File: src/rtl/rcfd_pkg.sv
// ----------------------------------------------------------------------------
// rcfd_pkg
// Shared types and constants for the serial RC frame decoder.
// ----------------------------------------------------------------------------
package rcfd_pkg;

    // Frame geometry
    localparam int FRAME_LENGTH    = 16;
    localparam int SLOTS_PER_FRAME = 7;

    // Byte store: even bytes in one bank, odd bytes in the other
    localparam int BANK_DEPTH = (FRAME_LENGTH + 1) / 2;
    localparam int BANK_AW    = (BANK_DEPTH > 1) ? $clog2(BANK_DEPTH) : 1;
    localparam int COUNT_W    = $clog2(FRAME_LENGTH);
    localparam int SLOT_W     = (SLOTS_PER_FRAME > 1) ? $clog2(SLOTS_PER_FRAME) : 1;
    localparam int POS_W      = $clog2(2 * SLOTS_PER_FRAME + FRAME_LENGTH + 2);

    // Decode constants
    localparam logic [15:0] PAD_WORD   = 16'hffff;
    localparam logic [10:0] PULSE_BASE = 11'd988;

    // Configuration register indexes
    localparam logic [1:0] CFG_ELEVEN_BIT = 2'd0;
    localparam logic [1:0] CFG_GAP_US     = 2'd1;
    localparam logic [1:0] CFG_CH_LIMIT   = 2'd2;

    // Configuration reset values
    localparam logic [15:0] GAP_US_RESET   = 16'd5000;
    localparam logic [4:0]  CH_LIMIT_RESET = 5'd8;

    typedef struct packed {
        logic [7:0]  rx_byte;
        logic [31:0] arrival_time_us;
    } t_in_word;

    typedef struct packed {
        logic        slot_valid;
        logic [3:0]  channel_index;
        logic [10:0] pulse_value;
        logic [3:0]  highest_channel;
        logic        last_of_frame;
    } t_out_word;

    typedef enum logic {
        ST_COLLECT,
        ST_DECODE
    } t_state;

endpackage

File: src/rtl/rc_serial_frame_decoder_core.sv
// ----------------------------------------------------------------------------
// rc_serial_frame_decoder_core
// Serial RC receiver frame assembler and channel word decoder.
// Output: once the byte completing a frame is taken, the decode state loads
//   one slot word per cycle (7 words) into the output register when the sink
//   keeps up. Throughput: one byte per cycle while collecting; after the final
//   byte of a frame no byte is taken until the seventh slot word is loaded.
// Reset: synchronous active-low; config back to defaults, byte count, last
//   byte time and highest channel cleared. Frame store is not cleared.
// ----------------------------------------------------------------------------
module rc_serial_frame_decoder_core
    import rcfd_pkg::*;
(
    input  logic      i_clk,
    input  logic      i_rst_n,
    // byte input
    input  logic      i_in_valid,
    output logic      o_in_ready,
    input  t_in_word  i_in_data,
    // slot output
    output logic      o_out_valid,
    input  logic      i_out_ready,
    output t_out_word o_out_data,
    // configuration writes
    input  logic      i_cfg_valid,
    output logic      o_cfg_ready,
    input  logic [1:0]  i_cfg_index,
    input  logic [15:0] i_cfg_data
);

    // ------------------------------------------------------------------
    // Configuration registers (always writable, not enforced; the user must write them only when idle)
    // ------------------------------------------------------------------
    logic        r_eleven_bit;
    logic [15:0] r_gap_us;
    logic [4:0]  r_ch_limit;

    assign o_cfg_ready = 1'b1;

    always_ff @(posedge i_clk) begin
        if (!i_rst_n) begin
            r_eleven_bit <= 1'b1;
            r_gap_us     <= GAP_US_RESET;
            r_ch_limit   <= CH_LIMIT_RESET;
        end else if (i_cfg_valid) begin
            unique case (i_cfg_index)
                CFG_ELEVEN_BIT: r_eleven_bit <= i_cfg_data[0];
                CFG_GAP_US:     r_gap_us     <= i_cfg_data;
                CFG_CH_LIMIT:   r_ch_limit   <= i_cfg_data[4:0];
                default:        ;
            endcase
        end
    end

    // ------------------------------------------------------------------
    // Control state
    // ------------------------------------------------------------------
    t_state             r_state, n_state;
    logic [COUNT_W-1:0] r_count, n_count;
    logic [31:0]        r_last_time;
    logic [3:0]         r_highest, n_highest;
    logic [SLOT_W-1:0]  r_slot, n_slot;
    logic               r_out_valid;
    t_out_word          r_out, n_out;

    logic               in_acc;
    logic               gap_hit;
    logic [COUNT_W-1:0] wr_pos;
    logic               frame_done;
    logic               out_free;
    logic               load;
    logic               last_slot;

    assign o_in_ready  = (r_state == ST_COLLECT);
    assign in_acc      = i_in_valid && o_in_ready;
    assign o_out_valid = r_out_valid;
    assign o_out_data  = r_out;

    // gap measured from previous byte, wrap-safe subtract
    assign gap_hit    = (i_in_data.arrival_time_us - r_last_time) > {16'd0, r_gap_us};
    assign wr_pos     = gap_hit ? '0 : r_count;
    assign frame_done = (wr_pos == COUNT_W'(FRAME_LENGTH - 1));

    assign out_free  = !r_out_valid || i_out_ready;
    assign last_slot = (r_slot == SLOT_W'(SLOTS_PER_FRAME - 1));

    // next state
    always_comb begin
        n_state = r_state;
        unique case (r_state)
            ST_COLLECT: begin
                if (in_acc && frame_done) begin
                    n_state = ST_DECODE;
                end
            end
            ST_DECODE: begin
                if (out_free && last_slot) begin
                    n_state = ST_COLLECT;
                end
            end
            default: n_state = ST_COLLECT;
        endcase
    end

    // outputs of the sequencer
    always_comb begin
        load    = (r_state == ST_DECODE) && out_free;
        n_count = r_count;
        n_slot  = r_slot;
        if (in_acc) begin
            n_count = frame_done ? '0 : wr_pos + COUNT_W'(1);
            n_slot  = '0;
        end
        if (load && !last_slot) begin
            n_slot = r_slot + SLOT_W'(1);
        end
    end

    // ------------------------------------------------------------------
    // Frame store: read address follows the next slot, so the read data
    // matches r_slot in the decode state. A stall re-reads the same word.
    // ------------------------------------------------------------------
    logic [POS_W-1:0]   rd_word;
    logic [BANK_AW-1:0] rd_addr;
    logic [7:0]         rd_even, rd_odd;

    assign rd_word = POS_W'(n_slot) + POS_W'(1);
    assign rd_addr = (rd_word < POS_W'(BANK_DEPTH)) ? BANK_AW'(rd_word) : '0;

    rcfd_frame_store u_store (
        .i_clk     (i_clk),
        .i_wr_en   (in_acc),
        .i_wr_pos  (wr_pos),
        .i_wr_data (i_in_data.rx_byte),
        .i_rd_addr (rd_addr),
        .o_rd_even (rd_even),
        .o_rd_odd  (rd_odd)
    );

    // ------------------------------------------------------------------
    // Slot decode
    // ------------------------------------------------------------------
    logic [POS_W-1:0] pos_even;
    logic [15:0]      word;
    logic [3:0]       idx;
    logic [9:0]       data;
    logic             valid;

    assign pos_even = (POS_W'(r_slot) << 1) + POS_W'(2);

    always_comb begin
        // bytes past the frame read as zero
        word[15:8] = (pos_even < POS_W'(FRAME_LENGTH)) ? rd_even : 8'd0;
        word[7:0]  = ((pos_even + POS_W'(1)) < POS_W'(FRAME_LENGTH)) ? rd_odd : 8'd0;
        idx        = r_eleven_bit ? word[14:11] : word[13:10];
        data       = r_eleven_bit ? word[10:1] : word[9:0];
        valid      = (word != PAD_WORD) && ({1'b0, idx} < r_ch_limit);
        n_highest  = (valid && idx > r_highest) ? idx : r_highest;

        n_out.slot_valid      = valid;
        n_out.channel_index   = valid ? idx : 4'd0;
        n_out.pulse_value     = valid ? PULSE_BASE + {1'b0, data} : 11'd0;
        n_out.highest_channel = n_highest;
        n_out.last_of_frame   = last_slot;
    end

    // ------------------------------------------------------------------
    // Registers
    // ------------------------------------------------------------------
    always_ff @(posedge i_clk) begin
        if (!i_rst_n) begin
            r_state     <= ST_COLLECT;
            r_count     <= '0;
            r_last_time <= '0;
            r_highest   <= '0;
            r_slot      <= '0;
            r_out_valid <= 1'b0;
        end else begin
            r_state <= n_state;
            r_count <= n_count;
            r_slot  <= n_slot;
            if (in_acc) begin
                r_last_time <= i_in_data.arrival_time_us;
            end
            if (load) begin
                r_highest   <= n_highest;
                r_out_valid <= 1'b1;
            end else if (i_out_ready) begin
                r_out_valid <= 1'b0;
            end
        end
    end

    // output payload, no reset needed
    always_ff @(posedge i_clk) begin
        if (load) begin
            r_out <= n_out;
        end
    end

endmodule

File: src/rtl/rcfd_frame_store.sv
// ----------------------------------------------------------------------------
// rcfd_frame_store
// Frame byte store, split into even and odd banks so a whole 16-bit word
// comes out in one read. Registered read.
// ----------------------------------------------------------------------------
module rcfd_frame_store
    import rcfd_pkg::*;
(
    input  logic               i_clk,
    input  logic               i_wr_en,
    input  logic [COUNT_W-1:0] i_wr_pos,
    input  logic [7:0]         i_wr_data,
    input  logic [BANK_AW-1:0] i_rd_addr,
    output logic [7:0]         o_rd_even,
    output logic [7:0]         o_rd_odd
);

    logic [7:0] r_even [BANK_DEPTH];
    logic [7:0] r_odd  [BANK_DEPTH];
    logic [BANK_AW-1:0] wr_addr;

    assign wr_addr = BANK_AW'(i_wr_pos >> 1);

    always_ff @(posedge i_clk) begin
        if (i_wr_en && !i_wr_pos[0]) begin
            r_even[wr_addr] <= i_wr_data;
        end
        if (i_wr_en && i_wr_pos[0]) begin
            r_odd[wr_addr] <= i_wr_data;
        end
        o_rd_even <= r_even[i_rd_addr];
        o_rd_odd  <= r_odd[i_rd_addr];
    end

endmodule
File: config.mk
export PLATFORM = sky130hd
export DESIGN_NAME = rc_serial_frame_decoder_core
export DESIGN_NICKNAME = d
export VERILOG_FILES = /design/src/rtl/rcfd_pkg.sv /design/src/rtl/rc_serial_frame_decoder_core.sv /design/src/rtl/rcfd_frame_store.sv
export SDC_FILE = /design/constraint.sdc
export NUM_CORES = 1
export LEC_CHECK = 0
export BUFFER_PORTS_ARGS = -buffer_cell sky130_fd_sc_hd__buf_2
export CAP_MARGIN = 20
export CORE_MARGIN = 2
export CORE_UTILIZATION = 55
export DETAILED_ROUTE_END_ITERATION = 6
export GPL_TIMING_DRIVEN = 0
export PLACE_DENSITY = 0.77
export SYNTH_ARGS = -nofsm -noshare
export SYNTH_HDL_FRONTEND = slang
export SYNTH_SLANG_ARGS = --single-unit
File: constraint.sdc
create_clock -name i_clk -period 12.9 [get_ports i_clk]
set_input_delay 1.935 -clock i_clk [delete_from_list [all_inputs] [get_ports i_clk]]
set_output_delay 1.935 -clock i_clk [all_outputs]
set_load 0.02 [all_outputs]
==> impl_metrics.tcl <==
set metrics [dict create \
    outcome "complete, no violations" \
    dpl_worst_slack_ps 5260 \
    grt_pass1_wl_um 44500 \
    antenna_found_initial 1 \
    setup-tns-final_ps 0 \
    yosys_warnings 0 \
    dieWidth_um 151 \
    end_kind "flip-flop" \
    cp_max_fo 10 \
    synthTopCellsByArea "edfxtp_1, dfxtp_1, nand2_1" \
    layout_setup_ws_ps 5730 \
    max_freq_ghz 0.139 \
    timing.final.crit_period_ps 7170 \
    synthArstFlopShare_pct 0 \
    final_util_pct 64.9 \
    synth_top_area_share_pct 37.4 \
    fin_skew_ps 21.3 \
    critPathArrivalTime_ps 7310 \
    regArea_um2 6140 \
    maxCapViolations 0 \
    syn_inst 1220 \
    finalWirelength_um 28300 \
    wire_per_inst_um 17.3 \
    core_region_area_um2 21200 \
    synth_seq_cells 232 \
    synth_ff_type "edfxtp_1" \
    drtPass1Iterations 7 \
    clock_latency_ps 530 \
    cts.clk_slew.worst_paths_ps 60 \
    die_height_um 151 \
    cts_setup_buffers 0 \
    worstPathRequired_ps 13040 \
    maxSlewViolCount 0 \
    start_util_pct 56.5 \
    ir_worst_vdd_mv 0.113 \
    nNetsFinal 1467 \
    syn_nets 1342 \
    power_w 0.00177 \
    rsz0062_at_grt "no" \
    num_vias 9499 \
    hold_buffers 0 \
    io_pins 87 \
    critical_path_class "input pin to flip-flop" \
    antenna_left 0 \
    die_area_um2 22900 \
    clockBufferDepth 3 \
    area_growth_pct 14.8 \
    root_buffer "clkbuf_16" \
    multi_input_area_um2 5330 \
    worst_pin_slew_ps 1050 \
    htree_levels 1 \
    yosysSeqAreaShare_pct 51.3 \
    synth.avg_cell_area_um2 9.80 \
    synth_cell_types 77 \
    io_buffers 85 \
    drive_gt1_share_pct 14.5 \
    globalRouteTotalUtil_pct 24.7 \
    finalHoldViolCount 0 \
    vias_per_cell 5.80 \
    synth_edf_count 149 \
    gp_congestion 0.914 \
    grt_max_degree 24 \
    cts_resized 0 \
    cts.sinks 232 \
    post-route-period-util_pct 55.6 \
    drt_iter0_drc 793 \
    hold_path.class "flip-flop to flip-flop" \
    num_rows 53 \
    startpoint_type "input pin" \
    maxSlewHeadroom_pct 29.4 \
    setup_viol 0 \
    yosysTopAreaCell "edfxtp_1" \
    cts_tree "done" \
    numCtsBuffers 25 \
    num-fill-cells 1668 \
    grt_pass1_vias 8894 \
    synth_area_um2 12000 \
    overflow 0 \
    p_leak_nw 5.26 \
    drcViolationCount 0 \
    dpl.hpwl_um 20500 \
    p_per_area_nw_per_um2 129 \
]
-- placed cells by master (no fill, tap or decap), types with 9 or more instances in the layout --
master / instances
nand2_1: 249
edfxtp_1: 149
a21oi_1: 100
buf_2: 99
dfxtp_1: 83
inv_1: 71
ha_1: 58
nor2_1: 51
nand3_1: 49
clkbuf_1: 43
o21ai_0: 30
nor2b_1: 27
clkbuf_16: 26
a211oi_1: 22
nor3_1: 19
mux2i_1: 18
xnor2_1: 18
a311oi_1: 16
a31o_2: 16
nand2b_1: 15
o211ai_1: 14
xor2_1: 14
nand4_1: 11
a21o_1: 10
buf_1: 10
o21a_1: 9
buf_4: 9
-- path summary, 6_finish.rpt --
kind | slack (ps) | start | to | depth (start not counted)
min reg2reg | 450 | r_last_time[3] | r_last_time[3] | 2
max reg2reg | 7010 | r_last_time[0] | u_store.r_odd[4][1] | 17
max | 5730 | i_in_data[0] | u_store.r_odd[4][1] | 19
min | 450 | r_last_time[3] | r_last_time[3] | 2
-- layout make-up --
type / count / area share [%]
Antenna cell: 1 / 0.0182
Buffer: 62 / 1.88
Clock buffer: 30 / 4.85
Clock inverter: 15 / 1.50
Inverter: 72 / 1.97
Multi-Input combinational cell: 854 / 38.8
Sequential cell: 232 / 44.7
Tap cell: 275 / 2.51
Timing Repair Buffer: 98 / 3.76
-- kinds of logic after synthesis --
| group | Yosys count | synth area share [%] |
|---|---|---|
| buf+inv | 134 | 4.42 |
| compound gates | 266 | 14.8 |
| other cells | 1 | 0.0314 |
| simple gates | 473 | 18.9 |
| mux | 23 | 1.98 |
| flops | 232 | 51.3 |
| xor+xnor | 32 | 2.34 |
| fa+ha+maj | 59 | 6.24 |
-- routing by layer --
layer | part of all wire, % | vias up | global-route usage [%]
met1 | 43 | 4456 | 33.7
met5 | 0 | - | 0
met2 | 47 | 364 | 41.5
met3 | 7.2 | 55 | 2.66
met4 | 2.7 | 0 | 7.71
li1 | - | 4624 | -
-- sequential cells by signal, indices dropped and copies added, names as in the netlist --
name and cells:
o_out_data 21, o_out_valid 1, r_ch_limit 5, r_count 4
r_eleven_bit 1, r_gap_us 16, r_highest 4, r_last_time 32
r_slot 3, r_state 1, u_store.o_rd_even 8, u_store.o_rd_odd 8
u_store.r_even 64, u_store.r_odd 64
-- power by group --
| part | switching (W) | leakage (nW) | internal (W) | total [W] |
|---|---|---|---|---|
| Combinational | 0.000133 | 2.81 | 0.0000793 | 0.000213 |
| Sequential | 0.00000435 | 2.03 | 0.000799 | 0.000803 |
| Clock | 0.000284 | 0.423 | 0.000467 | 0.000751 |
| Total | 0.000421 | 5.26 | 0.00135 | 0.00177 |
-- cells in the mapped netlist (5+ instances only) --
| cell type | instances |
|---|---|
| inv_1 | 71 |
| edfxtp_1 | 149 |
| nand2b_1 | 15 |
| a21o_1 | 10 |
| nand2_1 | 249 |
| a311oi_1 | 16 |
| nor2b_1 | 27 |
| a21oi_1 | 100 |
| o21bai_1 | 5 |
| nor2_1 | 51 |
| mux2_2 | 5 |
| o211ai_1 | 14 |
| nor4_1 | 9 |
| nor3_1 | 19 |
| buf_2 | 11 |
| and3_1 | 6 |
| a211oi_1 | 22 |
| xnor2_1 | 18 |
| o21a_1 | 9 |
| a31oi_1 | 5 |
| mux2i_1 | 18 |
| a31o_2 | 16 |
| buf_1 | 10 |
| dfxtp_1 | 83 |
| o21ai_0 | 30 |
| ha_1 | 58 |
| nand4_1 | 11 |
| clkbuf_1 | 39 |
| xor2_1 | 14 |
| nand3_1 | 49 |
-- per-stage QoR --
stage          std cells  area (um2)  hold WS, ps
6_report            1639       13700          453
5_1_grt             1638       13700          469
4_1_cts             1635       13700          454
3_5_place_dp        1590       12800          446
3_3_place_gp        1580       12700          442
2_1_floorplan       1220       12000          436
-- worst max-delay path: stages --
cell and delay (ps):
buf_2 100, inv_1 40, ha_1 210, fa_1 390, nand2b_1 180, a21o_1 200
a2111oi_1 730, nor2_1 160, xnor2_1 320, ha_1 300, nand4_1 110, a2111oi_0 80
a211o_1 290, o21ai_0 390, nand3b_1 210, nor4_4 350, nand4_4 230, buf_6 210
nor4_2 850
No activity file was read; power rests on OpenSTA's default activity.
